==> src/hdl/nisd_pkg.sv <==
// Shared types, constants and the control store for the NEC sample decoder.
`default_nettype none

package nisd_pkg;

  localparam int STORE_DEPTH  = 128;
  localparam int CNT_W        = $clog2(STORE_DEPTH);
  localparam int FRAME_PULSES = 32 * 2 + 1 + 2;
  localparam int IDX_W        = $clog2(FRAME_PULSES);
  localparam int LAST_IDX     = FRAME_PULSES - 1;
  localparam int SAMPLE_W     = 8;
  localparam int REG_W        = 8;
  localparam int CODE_W       = 32;
  localparam int ADDR_W       = 5;
  localparam int DATA_W       = 32;
  localparam int STEP_W       = 3;

  localparam logic [REG_W-1:0] THRESHOLD_RST = 8'd64;
  localparam logic [REG_W-1:0] START_RST     = 8'd20;
  localparam logic [REG_W-1:0] GAP_RST       = 8'd250;
  localparam logic [REG_W-1:0] LMARK_RST     = 8'd135;
  localparam logic [REG_W-1:0] LSPACE_RST    = 8'd59;
  localparam logic [REG_W-1:0] SPLIT_RST     = 8'd26;
  localparam logic [REG_W-1:0] RUN_MAX       = 8'hff;

  typedef enum logic [2:0] {
    REG_THRESHOLD = 3'd0,
    REG_START     = 3'd1,
    REG_GAP       = 3'd2,
    REG_LMARK     = 3'd3,
    REG_LSPACE    = 3'd4,
    REG_SPLIT     = 3'd5
  } reg_idx_e;

  typedef struct packed {
    logic [REG_W-1:0] threshold;
    logic [REG_W-1:0] start_samples;
    logic [REG_W-1:0] gap_samples;
    logic [REG_W-1:0] leader_mark_min;
    logic [REG_W-1:0] leader_space_min;
    logic [REG_W-1:0] bit_split;
  } cfg_t;

  typedef enum logic [1:0] {
    PH_IDLE  = 2'd0,
    PH_MARK  = 2'd1,
    PH_SPACE = 2'd2
  } phase_e;

  typedef enum logic [STEP_W-1:0] {
    S_WAIT  = 3'd0,
    S_CLASS = 3'd1,
    S_INIT  = 3'd2,
    S_RD    = 3'd3,
    S_CHK   = 3'd4,
    S_FIN   = 3'd5,
    S_EMIT  = 3'd6,
    S_BACK  = 3'd7
  } step_e;

  typedef enum logic [2:0] {
    C_NEVER     = 3'd0,
    C_ALWAYS    = 3'd1,
    C_NO_IN     = 3'd2,
    C_NO_END    = 3'd3,
    C_WALK_MORE = 3'd4,
    C_OUT_BUSY  = 3'd5
  } cond_e;

  typedef struct packed {
    logic take;
    logic classify;
    logic init;
    logic check;
    logic finish;
    logic emit;
  } act_t;

  typedef struct packed {
    act_t  act;
    cond_e cond;
    step_e target;
  } ucode_t;

  typedef struct packed {
    logic in_avail;
    logic frame_end;
    logic walk_more;
    logic out_busy;
  } status_t;

  // Control store: on a true condition jump to target, else advance one step.
  function automatic ucode_t ucode_rom(step_e s);
    ucode_t w;
    w = '{act: '0, cond: C_NEVER, target: S_WAIT};
    unique case (s)
      S_WAIT: begin
        w.act.take = 1'b1;
        w.cond     = C_NO_IN;
        w.target   = S_WAIT;
      end
      S_CLASS: begin
        w.act.classify = 1'b1;
        w.cond         = C_NO_END;
        w.target       = S_EMIT;
      end
      S_INIT: begin
        w.act.init = 1'b1;
      end
      S_RD: begin
        w.cond = C_NEVER;
      end
      S_CHK: begin
        w.act.check = 1'b1;
        w.cond      = C_WALK_MORE;
        w.target    = S_RD;
      end
      S_FIN: begin
        w.act.finish = 1'b1;
      end
      S_EMIT: begin
        w.act.emit = 1'b1;
        w.cond     = C_OUT_BUSY;
        w.target   = S_EMIT;
      end
      S_BACK: begin
        w.cond   = C_ALWAYS;
        w.target = S_WAIT;
      end
    endcase
    return w;
  endfunction

endpackage

`default_nettype wire

==> src/hdl/nisd_cfg.sv <==
// Configuration register file behind the APB-style port.
`default_nettype none

module nisd_cfg (
  input  wire logic                          clk_i,
  input  wire logic                          rst_ni,
  input  wire logic                          psel,
  input  wire logic                          penable,
  input  wire logic                          pwrite,
  input  wire logic [nisd_pkg::ADDR_W-1:0]   paddr,
  input  wire logic [nisd_pkg::DATA_W-1:0]   pwdata,
  output logic      [nisd_pkg::DATA_W-1:0]   prdata,
  output logic                               pready,
  output nisd_pkg::cfg_t                     cfg_o
);
  import nisd_pkg::*;

  cfg_t     cfg_q;
  reg_idx_e idx;
  logic     wr;

  assign idx    = reg_idx_e'(paddr[ADDR_W-1:2]);
  assign wr     = psel && penable && pwrite;
  assign pready = 1'b1;
  assign cfg_o  = cfg_q;

  always_ff @(posedge clk_i or negedge rst_ni) begin
    if (!rst_ni) begin
      cfg_q.threshold        <= THRESHOLD_RST;
      cfg_q.start_samples    <= START_RST;
      cfg_q.gap_samples      <= GAP_RST;
      cfg_q.leader_mark_min  <= LMARK_RST;
      cfg_q.leader_space_min <= LSPACE_RST;
      cfg_q.bit_split        <= SPLIT_RST;
    end else if (wr) begin
      unique case (idx)
        REG_THRESHOLD: cfg_q.threshold        <= pwdata[REG_W-1:0];
        REG_START:     cfg_q.start_samples    <= pwdata[REG_W-1:0];
        REG_GAP:       cfg_q.gap_samples      <= pwdata[REG_W-1:0];
        REG_LMARK:     cfg_q.leader_mark_min  <= pwdata[REG_W-1:0];
        REG_LSPACE:    cfg_q.leader_space_min <= pwdata[REG_W-1:0];
        REG_SPLIT:     cfg_q.bit_split        <= pwdata[REG_W-1:0];
        default: ;
      endcase
    end
  end

  always_comb begin
    prdata = '0;
    unique case (idx)
      REG_THRESHOLD: prdata = DATA_W'(cfg_q.threshold);
      REG_START:     prdata = DATA_W'(cfg_q.start_samples);
      REG_GAP:       prdata = DATA_W'(cfg_q.gap_samples);
      REG_LMARK:     prdata = DATA_W'(cfg_q.leader_mark_min);
      REG_LSPACE:    prdata = DATA_W'(cfg_q.leader_space_min);
      REG_SPLIT:     prdata = DATA_W'(cfg_q.bit_split);
      default:       prdata = '0;
    endcase
  end

endmodule

`default_nettype wire

==> src/hdl/nisd_seq.sv <==
// Step counter and control store lookup with conditional jumps.
`default_nettype none

module nisd_seq (
  input  wire logic              clk_i,
  input  wire logic              rst_ni,
  input  wire nisd_pkg::status_t status_i,
  output nisd_pkg::act_t         act_o
);
  import nisd_pkg::*;

  step_e               step_q, step_d;
  ucode_t              word;
  logic                jump;
  logic [STEP_W-1:0]   step_inc;

  assign word     = ucode_rom(step_q);
  assign act_o    = word.act;
  assign step_inc = step_q + 1'b1;

  always_comb begin
    unique case (word.cond)
      C_NEVER:     jump = 1'b0;
      C_ALWAYS:    jump = 1'b1;
      C_NO_IN:     jump = !status_i.in_avail;
      C_NO_END:    jump = !status_i.frame_end;
      C_WALK_MORE: jump = status_i.walk_more;
      C_OUT_BUSY:  jump = status_i.out_busy;
      default:     jump = 1'b0;
    endcase
    step_d = jump ? word.target : step_e'(step_inc);
  end

  always_ff @(posedge clk_i or negedge rst_ni) begin
    if (!rst_ni) begin
      step_q <= S_WAIT;
    end else begin
      step_q <= step_d;
    end
  end

endmodule

`default_nettype wire

==> src/hdl/nisd_dp.sv <==
// Datapath: sample capture, run tracking, pulse store, frame walk and result register.
`default_nettype none

module nisd_dp (
  input  wire logic                            clk_i,
  input  wire logic                            rst_ni,
  input  wire nisd_pkg::cfg_t                  cfg_i,
  input  wire nisd_pkg::act_t                  act_i,
  output nisd_pkg::status_t                    status_o,
  input  wire logic                            in_valid_i,
  output logic                                 in_stall_o,
  input  wire logic [nisd_pkg::SAMPLE_W-1:0]   sample_i,
  output logic                                 out_valid_o,
  input  wire logic                            out_stall_i,
  output logic                                 busy_res_o,
  output logic                                 frame_done_o,
  output logic                                 code_valid_o,
  output logic      [nisd_pkg::CODE_W-1:0]     code_o
);
  import nisd_pkg::*;

  logic [SAMPLE_W-1:0] sample_q;
  phase_e              phase_q, phase_d;
  logic [REG_W-1:0]    run_q, run_d, run_inc;
  logic [CNT_W-1:0]    pcnt_q, pcnt_d, pcnt_inc;
  logic                mark, wr_d, busy_d, end_d;

  logic [REG_W-1:0]    mem [STORE_DEPTH];
  logic [REG_W-1:0]    rd_q;

  logic [IDX_W-1:0]    idx_q;
  logic [CODE_W-1:0]   cmd_q, cmd_d;
  logic                prev_q, prev_d, fail_q, fail_d, cur, ok;

  logic                res_busy_q, res_done_q, res_valid_q;
  logic [CODE_W-1:0]   res_code_q;
  logic                out_busy;

  assign in_stall_o = !act_i.take;
  assign out_busy   = out_valid_o && out_stall_i;

  assign status_o.in_avail  = in_valid_i;
  assign status_o.frame_end = end_d;
  assign status_o.walk_more = idx_q != IDX_W'(LAST_IDX);
  assign status_o.out_busy  = out_busy;

  // Run and phase update for the captured sample.
  assign mark     = sample_q < cfg_i.threshold;
  assign run_inc  = (run_q == RUN_MAX) ? run_q : run_q + 1'b1;
  assign pcnt_inc = (pcnt_q == CNT_W'(STORE_DEPTH - 1)) ? '0 : pcnt_q + 1'b1;

  always_comb begin
    phase_d = phase_q;
    run_d   = run_q;
    pcnt_d  = pcnt_q;
    wr_d    = 1'b0;
    busy_d  = 1'b0;
    end_d   = 1'b0;
    unique case (phase_q)
      PH_MARK: begin
        busy_d = 1'b1;
        if (mark) begin
          run_d = run_inc;
        end else begin
          wr_d    = 1'b1;
          run_d   = '0;
          pcnt_d  = pcnt_inc;
          phase_d = PH_SPACE;
        end
      end
      PH_SPACE: begin
        busy_d = 1'b1;
        if (!mark) begin
          if (run_inc > cfg_i.gap_samples) begin
            phase_d = PH_IDLE;
            run_d   = '0;
            busy_d  = 1'b0;
            end_d   = 1'b1;
          end else begin
            run_d = run_inc;
          end
        end else begin
          wr_d    = 1'b1;
          run_d   = '0;
          pcnt_d  = pcnt_inc;
          phase_d = PH_MARK;
        end
      end
      default: begin
        phase_d = PH_IDLE;
        if (mark) begin
          run_d = run_inc;
          if (run_inc >= cfg_i.start_samples) begin
            phase_d = PH_MARK;
            pcnt_d  = '0;
            busy_d  = 1'b1;
          end
        end else begin
          run_d = '0;
        end
      end
    endcase
  end

  always_ff @(posedge clk_i or negedge rst_ni) begin
    if (!rst_ni) begin
      phase_q <= PH_IDLE;
      run_q   <= '0;
      pcnt_q  <= '0;
    end else if (act_i.classify) begin
      phase_q <= phase_d;
      run_q   <= run_d;
      pcnt_q  <= pcnt_d;
    end
  end

  always_ff @(posedge clk_i) begin
    if (act_i.take && in_valid_i) begin
      sample_q <= sample_i;
    end
  end

  // Pulse store: one write port, one registered read port at the walk index.
  always_ff @(posedge clk_i) begin
    if (act_i.classify && wr_d) begin
      mem[pcnt_q] <= run_q;
    end
    rd_q <= mem[CNT_W'(idx_q)];
  end

  // Per-entry check during the frame walk.
  always_comb begin
    cmd_d  = cmd_q;
    prev_d = prev_q;
    fail_d = fail_q;
    cur    = rd_q >= cfg_i.bit_split;
    if (idx_q == IDX_W'(0)) begin
      if (rd_q < cfg_i.leader_mark_min) fail_d = 1'b1;
    end else if (idx_q == IDX_W'(1)) begin
      if (rd_q < cfg_i.leader_space_min) fail_d = 1'b1;
    end else if (idx_q == IDX_W'(LAST_IDX)) begin
      if (rd_q > cfg_i.leader_space_min) fail_d = 1'b1;
    end else if (idx_q[0]) begin
      // space carries the bit; a long mark before it spoils the frame
      if (prev_q) fail_d = 1'b1;
      cmd_d = {cur, cmd_q[CODE_W-1:1]};
    end else begin
      prev_d = cur;
    end
  end

  assign ok = !fail_q && (cmd_q[31:24] == ~cmd_q[23:16]);

  always_ff @(posedge clk_i) begin
    if (act_i.init) begin
      idx_q  <= '0;
      cmd_q  <= '0;
      prev_q <= 1'b0;
      fail_q <= pcnt_q != CNT_W'(FRAME_PULSES);
    end else if (act_i.check) begin
      idx_q  <= idx_q + 1'b1;
      cmd_q  <= cmd_d;
      prev_q <= prev_d;
      fail_q <= fail_d;
    end
  end

  always_ff @(posedge clk_i) begin
    if (act_i.classify) begin
      res_busy_q  <= busy_d;
      res_done_q  <= end_d;
      res_valid_q <= 1'b0;
      res_code_q  <= '0;
    end else if (act_i.finish) begin
      res_valid_q <= ok && (cmd_q != '0);
      res_code_q  <= ok ? cmd_q : '0;
    end
  end

  // Output register: load when free or being drained, drop on accept.
  always_ff @(posedge clk_i or negedge rst_ni) begin
    if (!rst_ni) begin
      out_valid_o <= 1'b0;
    end else if (act_i.emit && !out_busy) begin
      out_valid_o <= 1'b1;
    end else if (out_valid_o && !out_stall_i) begin
      out_valid_o <= 1'b0;
    end
  end

  always_ff @(posedge clk_i) begin
    if (act_i.emit && !out_busy) begin
      busy_res_o   <= res_busy_q;
      frame_done_o <= res_done_q;
      code_valid_o <= res_valid_q;
      code_o       <= res_code_q;
    end
  end

endmodule

`default_nettype wire

==> src/hdl/nec_ir_sample_decoder_unit.sv <==
// Top level of the NEC infrared sample decoder.
// An ordinary sample is taken, classified and then emitted into the result register; the sample
// that ends a frame first walks the pulse store, with a read step and a check step for each
// of its 67 entries (one read port), then finishes and is emitted. A new sample is taken only
// after the previous result is emitted, so a stall on the result side also holds the input.
// Reset: asynchronous, active low; registers return to their defaults, capture goes idle.
`default_nettype none

module nec_ir_sample_decoder_unit (
  input  wire logic                            clk_i,
  input  wire logic                            rst_ni,
  input  wire logic                            psel,
  input  wire logic                            penable,
  input  wire logic                            pwrite,
  input  wire logic [nisd_pkg::ADDR_W-1:0]     paddr,
  input  wire logic [nisd_pkg::DATA_W-1:0]     pwdata,
  output logic      [nisd_pkg::DATA_W-1:0]     prdata,
  output logic                                 pready,
  input  wire logic                            in_valid_i,
  output logic                                 in_stall_o,
  input  wire logic [nisd_pkg::SAMPLE_W-1:0]   sample_i,
  output logic                                 out_valid_o,
  input  wire logic                            out_stall_i,
  output logic                                 busy_res_o,
  output logic                                 frame_done_o,
  output logic                                 code_valid_o,
  output logic      [nisd_pkg::CODE_W-1:0]     code_o
);
  import nisd_pkg::*;

  cfg_t    cfg;
  act_t    act;
  status_t status;

  nisd_cfg u_cfg (
    .clk_i   (clk_i),
    .rst_ni  (rst_ni),
    .psel    (psel),
    .penable (penable),
    .pwrite  (pwrite),
    .paddr   (paddr),
    .pwdata  (pwdata),
    .prdata  (prdata),
    .pready  (pready),
    .cfg_o   (cfg)
  );

  nisd_seq u_seq (
    .clk_i    (clk_i),
    .rst_ni   (rst_ni),
    .status_i (status),
    .act_o    (act)
  );

  nisd_dp u_dp (
    .clk_i        (clk_i),
    .rst_ni       (rst_ni),
    .cfg_i        (cfg),
    .act_i        (act),
    .status_o     (status),
    .in_valid_i   (in_valid_i),
    .in_stall_o   (in_stall_o),
    .sample_i     (sample_i),
    .out_valid_o  (out_valid_o),
    .out_stall_i  (out_stall_i),
    .busy_res_o   (busy_res_o),
    .frame_done_o (frame_done_o),
    .code_valid_o (code_valid_o),
    .code_o       (code_o)
  );

endmodule

`default_nettype wire

==> config.mk <==
export PLATFORM = sky130hd
export DESIGN_NAME = nec_ir_sample_decoder_unit
export DESIGN_NICKNAME = d
export VERILOG_FILES = /design/src/hdl/nisd_pkg.sv /design/src/hdl/nisd_cfg.sv /design/src/hdl/nisd_seq.sv /design/src/hdl/nisd_dp.sv /design/src/hdl/nec_ir_sample_decoder_unit.sv
export SDC_FILE = /design/constraint.sdc
export NUM_CORES = 1
export LEC_CHECK = 0
export BUFFER_PORTS_ARGS = -buffer_cell sky130_fd_sc_hd__buf_2
export CAP_MARGIN = 30
export CORE_ASPECT_RATIO = 1.75
export CORE_MARGIN = 2
export CORE_UTILIZATION = 65
export CTS_BUF_LIST = sky130_fd_sc_hd__clkbuf_16
export DETAILED_ROUTE_END_ITERATION = 6
export PLACE_DENSITY = 0.8
export SYNTH_ARGS = -nofsm -noshare
export SYNTH_HDL_FRONTEND = slang
export SYNTH_HIERARCHICAL = 1
export SYNTH_SLANG_ARGS = --single-unit
==> constraint.sdc <==
create_clock -name clk_i -period 12.25 [get_ports clk_i]
set_input_delay 1.8375 -clock clk_i [delete_from_list [all_inputs] [get_ports clk_i]]
set_output_delay 1.8375 -clock clk_i [all_outputs]
set_load 0.05 [all_outputs]
* Word-level counts from Yosys, hierarchy flattened
Memories as Yosys holds them, arrays and structs flattened. A register that Yosys moved wholly into a read port is not among the register bits.
Index checks and enable logic that the tools add are counted.
** Operators by class
- Add/sub/neg operators :: 4
- Magnitude comparators :: 7
- Eq/ne operators :: 31
- Multiplexer cells :: 54
- Bitwise operators :: 5
- Reduce and logical (&&, ||, !) cells :: 37
** Operators with widths (number)
- 8-bit one-hot mux with 6 select lines :: 1
- 8-bit 2-to-1 mux :: 5
- 7-bit 2-to-1 mux :: 5
- 32-bit 2-to-1 mux :: 1
- 32-bit nonzero test :: 1
- 1-bit 2-to-1 mux :: 30
- 3-bit == test (second input constant) :: 8
- 8-bit < comparator :: 3
- 8-bit greater-or-equal comparator :: 2
- 8-bit greater-than comparator :: 2
- 3-bit by 2-bit == test with 1-bit output (second input constant) :: 5
- 3-bit one-hot mux with 5 select lines :: 1
- 5-bit AND reduction :: 3
- 7-bit by 1-bit adder with 7-bit output (second input constant) :: 2
- 7-bit == test (second input constant) :: 2
- 7-bit != test (second input constant) :: 2
- 7-bit one-hot mux with 2 select lines :: 1
- 2-bit AND reduction :: 6
- 5-bit nonzero test :: 2
- 3-bit by 1-bit == test with 1-bit output (second input constant) :: 3
- 1-bit logical AND :: 9
- 8-bit by 1-bit adder with 8-bit output (second input constant) :: 1
- 8-bit == test :: 1
- 8-bit == test (second input constant) :: 1
- 26 further kinds :: 41
** Word-level totals
- Flip-flop bits (word level) :: 188
- RAM bits :: 1024
- Input port bits :: 52
- Output and inout port bits :: 70
- Logic and storage cells :: 163
- Memories kept :: 1
** Memory list
- u_dp.mem :: words 128, width 8, read ports 1, clocked after Yosys merged registers in 1, write ports 1, RTL line nisd_dp.sv:28 : logic [REG_W-1:0] mem [STORE_DEPTH];

* Longest topological paths before layout
- Word-level depth :: 9
- Depth in mapped cells :: 17
- Gate-level depth less buffers :: 16

* Hierarchy
The synthesis kept the hierarchy.
** By module, submodules not included
- nisd_dp :: times used 1, cells each 2493, area an instance 46044.2 sq um, sequential area each 34202.8 sq um
- nisd_cfg :: times used 1, cells each 187, area an instance 2509.9 sq um, sequential area each 1227.4 sq um
- nisd_seq :: times used 1, cells each 36, area an instance 321.6 sq um, sequential area each 75.1 sq um

* Worst setup path after synthesis
OpenSTA, ideal clock, no wires.
- Kind :: reg-to-reg
- From :: reg u_dp.run_q[0]
- To :: reg u_seq.step_q[1]
- Library setup time :: 125 ps
- Arrival time :: 5127 ps
- Required time :: 12125 ps
- Slack :: 6998 ps
- Cell stages (with the launch flop) :: 18
- Path buffers :: 2
- Clock period less this slack :: 5252 ps
- Cells stage by stage :: dfrtp_1 ha_1 nand3_1 or2_2 clkbuf_1 o21ai_0 ha_1 a21o_1 a21oi_1 nor2_1 o22ai_1 nor2_1 and2_1 buf_4 or2_2 a32oi_1 o31ai_1 mux2_2
** On the way
- Word-level cells in the longest chain between the ends :: 9
- Elaborated cells on any way between the ends :: 10
- Classes of those cells :: 1 x add/sub; 1 x order compare; 1 x eq/ne; 6 x mux; 1 x reduce/logical
** Ends and longest elaborated chain
- start: declaration :: RTL line nisd_dp.sv:24 : logic [REG_W-1:0] run_q, run_d, run_inc;
- start signal: assignment :: RTL line nisd_dp.sv:112 : run_q <= run_d;
- 8-bit by 1-bit adder with 8-bit output or 8-bit == test (tied branches) :: RTL line nisd_dp.sv:49 : assign run_inc = (run_q == RUN_MAX) ? run_q : run_q + 1'b1;
- 8-bit 2-to-1 mux (*) :: RTL line nisd_dp.sv:49
- 8-bit greater-than comparator (*) :: RTL line nisd_dp.sv:74 : if (run_inc > cfg_i.gap_samples) begin
- 1-bit 2-to-1 mux (*) :: RTL line nisd_dp.sv:74
- 1-bit 2-to-1 mux (*) :: RTL line nisd_dp.sv:73 : if (!mark) begin
- 1-bit 2-to-1 mux (*) :: RTL line nisd_dp.sv:59 : unique case (phase_q)
- net u_dp.end_d :: RTL line nisd_dp.sv:26 : logic mark, wr_d, busy_d, end_d;
- 1-bit logical NOT (*) :: RTL line nisd_seq.sv:26 : C_NO_END: jump = !status_i.frame_end;
- 1-bit one-hot mux with 5 select lines (*) :: RTL line nisd_seq.sv:22 : unique case (word.cond)
- 3-bit 2-to-1 mux (*) :: RTL line nisd_seq.sv:31 : step_d = jump ? word.target : step_e'(step_inc);
- net u_seq.step_d[1] :: RTL line nisd_seq.sv:12 : step_e step_q, step_d;
- end signal: assignment :: RTL line nisd_seq.sv:38 : step_q <= step_d;
- end: declaration :: RTL line nisd_seq.sv:12
Mark *: on every way through the listed nets, which the timed path passes. The rest lies on a longest branch.
A chain may end at the register's enable or synchronous reset.

* Worst setup path in the final report
- From :: in paddr[3] in the netlist's numbering
- To :: out prdata[7] in the netlist's numbering
** On the way
- Word-level cells in the longest chain between the ends :: 2
- Elaborated cells on any way between the ends :: 7
- Classes of those cells :: 5 x eq/ne; 1 x mux; 1 x reduce/logical
** Ends and longest elaborated chain
- start: declaration :: RTL line nec_ir_sample_decoder_unit.sv:15 : input wire logic [nisd_pkg::ADDR_W-1:0] paddr,
- 3-bit == test, or another cell as far along :: RTL line nisd_cfg.sv:50 : unique case (idx)
- 8-bit one-hot mux with 6 select lines (*) :: RTL line nisd_cfg.sv:50
- end: declaration :: RTL line nec_ir_sample_decoder_unit.sv:17 : output logic [nisd_pkg::DATA_W-1:0] prdata,
Every way passes the cells marked *; elsewhere a longest branch is shown, timed or not.

==> results.txt <==
Final GP Congestion -> 0.8628
Status -> completed
Top cell type's share of synthesized area -> 0.6574
Max Cap Viol -> 0
Routed len/inst -> 31.63 um
Most common cell after layout, fill and taps aside -> edfxtp_1
Initial DRC Count -> 3,544
Tcrit/Tclk final -> 0.4233
Worst endpoint required time -> 10.41 ns
Unrepaired setup endpoints after global routing -> no
Switching share of power -> 0.2863
Mean Syn Cell Area -> 18.00 um^2
Layout cells sized above 1 -> 0.2221
Main synth FF type -> edfxtp_1
Leakage power -> 17.25 nW
Setup TNS -> 0 ns
Postcts setup bufs -> 0
# IOs -> 122
Fillers -> 4,158
PortBufs -> 70
CTS Buffer Depth -> 3
Post-CTS Hold Fix Bufs -> 0
Min cycle time layout -> 5.185 ns
# H-tree levels -> 3
Worst-Margin Slew -> 1.228 ns
Setup violators final -> 0
Core area -> 74,720 um^2
Register share of total power -> 0.499
Final-report hold violation count -> 0
Starting Density -> 0.6541
Comb power frac -> 0.205
DP HPWL -> 71.31 mm
CTS tree -> yes
Clk_lat worst skew -> 0.70 ns
WP data arrival -> 3.35 ns
Synthesized flop and latch total -> 1,220
Synth top area cells -> edfxtp_1, mux4_2, dfxtp_1
Number of instances in the placed design -> 3,612
Cell variety after synth -> 77
Post-Syn Area -> 48,880 um^2
Sw power -> 2.977 mW
Setup crit start kind -> input port
GRT overflow -> 0
CTS Root Cell -> clkbuf_16
Power per cell area -> 195.2 nW/um^2
Die W -> 211.3 um
Crit Path Max Fanout -> 17
Cell taking the most area after synthesis -> edfxtp_1
Slew margin rel. -> 0.1798
Clock-pin slew on the worst setup and hold paths -> 0.07 ns
Layout Nets -> 2,884
All-Layer GR Usage -> 0.3126
Internal power -> 7.420 mW
Largest net degree at the start of global routing -> 110
Number of routed nets with antenna violations -> 0
First-pass GRT wire length -> 174.9 mm
CTS sink cnt -> 1,220
Worst vdd ir -> 0.0001462 V
Initial antenna violation count -> 1
Finished Layout Cells -> 3,801
CTS buffer count -> 98
Power share of the clock group -> 0.296
Yosys Warn Count -> 6
Die ar. -> 77,490 um^2
DRT Pass-1 Iters -> 6
Die Span Y -> 366.8 um
Final setup skew -> 0.03571 ns
Seq/Total Area, Yosys -> 0.7264
Most frequent cells in the layout -> edfxtp_1, mux4_2, nor2_1
Vias in the first global route -> 27.31k
Peak Freq -> 192.8 MHz
Post-route DRC -> 0
Via count -> 26.69k
Post-CTS resize count -> 0
Worst hold slack -> 0.4250 ns
EDFF count, synth -> 1,070
Final Total Pwr -> 10.40 mW
Hold crit path type -> reg -> reg
CP Capture Type -> output pin
Slew Limit Fails -> 0
WS Path Type -> in -> out
Gate count of the mapped netlist -> 2,716
Final WL -> 120.2 mm
# rows -> 133
FFs w/ async S/R, synth -> 0.05656
Area Overhead vs Synth -> 8.968%
Via/cell ratio -> 7.022
-- through the flow --
step / cell area [um^2] / utilization / worst slack, ns
5_1_grt: 53250 / 0.7127 / 7.047
3_5_place_dp: 50020 / 0.6695 / 7.144
3_3_place_gp: 49970 / 0.6688 / 7.198
2_1_floorplan: 48960 / - / 6.998
6_report: 53260 / 0.7128 / 7.065
4_1_cts: 53090 / 0.7106 / 7.089
-- routing by layer --
metal  share of wire  track usage  wire length (um)  vias to the layer above
li1                -            -                 -                    10860
met1            0.31       0.3556             37450                    13520
met2            0.51       0.5192             60910                     1807
met3           0.093      0.06438             11220                      500
met4           0.089       0.2377             10650                        2
met5        0.000091            0                11                        -
-- state kept, by name, summed over array words and instances (netlist names), 2 cells and up --
signal	flops
u_dp/code_o	32
u_dp/cmd_q	32
u_dp/res_code_q	32
u_cfg/cfg_o	48
u_dp/idx_q	7
u_dp/rd_q	8
u_seq/step_q	3
u_dp/mem	1024
u_dp/pcnt_q	7
u_dp/sample_q	8
u_dp/phase_q	2
u_dp/run_q	8
-- cell families after synthesis --
logic type	after synthesis	synth area share
muxes	344	0.1376
other	2	0.0001537
and+or+nand+nor	505	0.04841
adders and majority gates	57	0.01459
DFF	1220	0.7264
buffers and inverters	243	0.02335
AOI/OAI and AO/OA	328	0.04616
xor gates and xnor gates	17	0.003328
-- final cells by class --
| class | instances | area, um^2 | area share |
|---|---|---|---|
| Timing Repair Buffer | 121 | 873.3 | 0.01640 |
| Antenna cell | 2 | 5.005 | 0.00009397 |
| Inverter | 58 | 217.7 | 0.004088 |
| Multi-Input combinational cell | 1276 | 12370 | 0.2322 |
| Clock inverter | 80 | 593.1 | 0.01114 |
| Tap cell | 945 | 1182 | 0.02220 |
| Sequential cell | 1220 | 35540 | 0.6674 |
| Clock buffer | 99 | 2477 | 0.04652 |
-- power by group through the flow --
stage | clock network [mW] | registers [mW] | logic (mW)
floorplan | 0 | 5.35 | 1.34
global placement | 0 | 5.26 | 1.95
detailed placement | 0 | 5.28 | 2.04
CTS | 3.10 | 5.19 | 2.07
global route | 3.24 | 5.21 | 2.28
finish | 3.07 | 5.19 | 2.14
-- cells in the mapped netlist, types with 16 or more instances --
library cell     n
inv_1           57
nor2_1         205
nor3_1          20
a22oi_1         96
buf_4           35
clkbuf_1        85
a221oi_1        24
a22o_1          16
nand2_1        137
ha_1            57
o21ai_0         27
dfstp_2         21
mux2_2          62
nor2b_1         22
dfxtp_1         81
nand3_1         22
edfxtp_1      1070
buf_2           52
mux4_2         256
a21oi_1         80
dfrtp_1         48
mux2i_1         26
-- worst max-delay path: stages --
cell and delay (ns):
buf_2 0.35, mux2_2 0.45, a221oi_1 0.35, a31oi_1 0.10, buf_2 0.26
-- final timing paths --
path	from	to	slack, ns	depth (start not counted)
min in group asynchronous	rst_ni	u_cfg/cfg_o[44]$_DFFE_PN0P_	0.93	1
worst max register to register	u_dp/idx_q[0]$_SDFFE_PP0P_	u_dp/rd_q[2]$_DFF_P_	7.34	8
max in group asynchronous	rst_ni	u_dp/run_q[3]$_DFFE_PN0P_	10.22	2
worst min-delay path	u_dp/res_done_q$_DFFE_PP_	u_dp/frame_done_o$_DFFE_PP_	0.42	0
worst min register to register	u_dp/res_done_q$_DFFE_PP_	u_dp/frame_done_o$_DFFE_PP_	0.42	0
worst max-delay path	paddr[3]	prdata[7]	7.06	5
(Power assumes the default switching activity.)
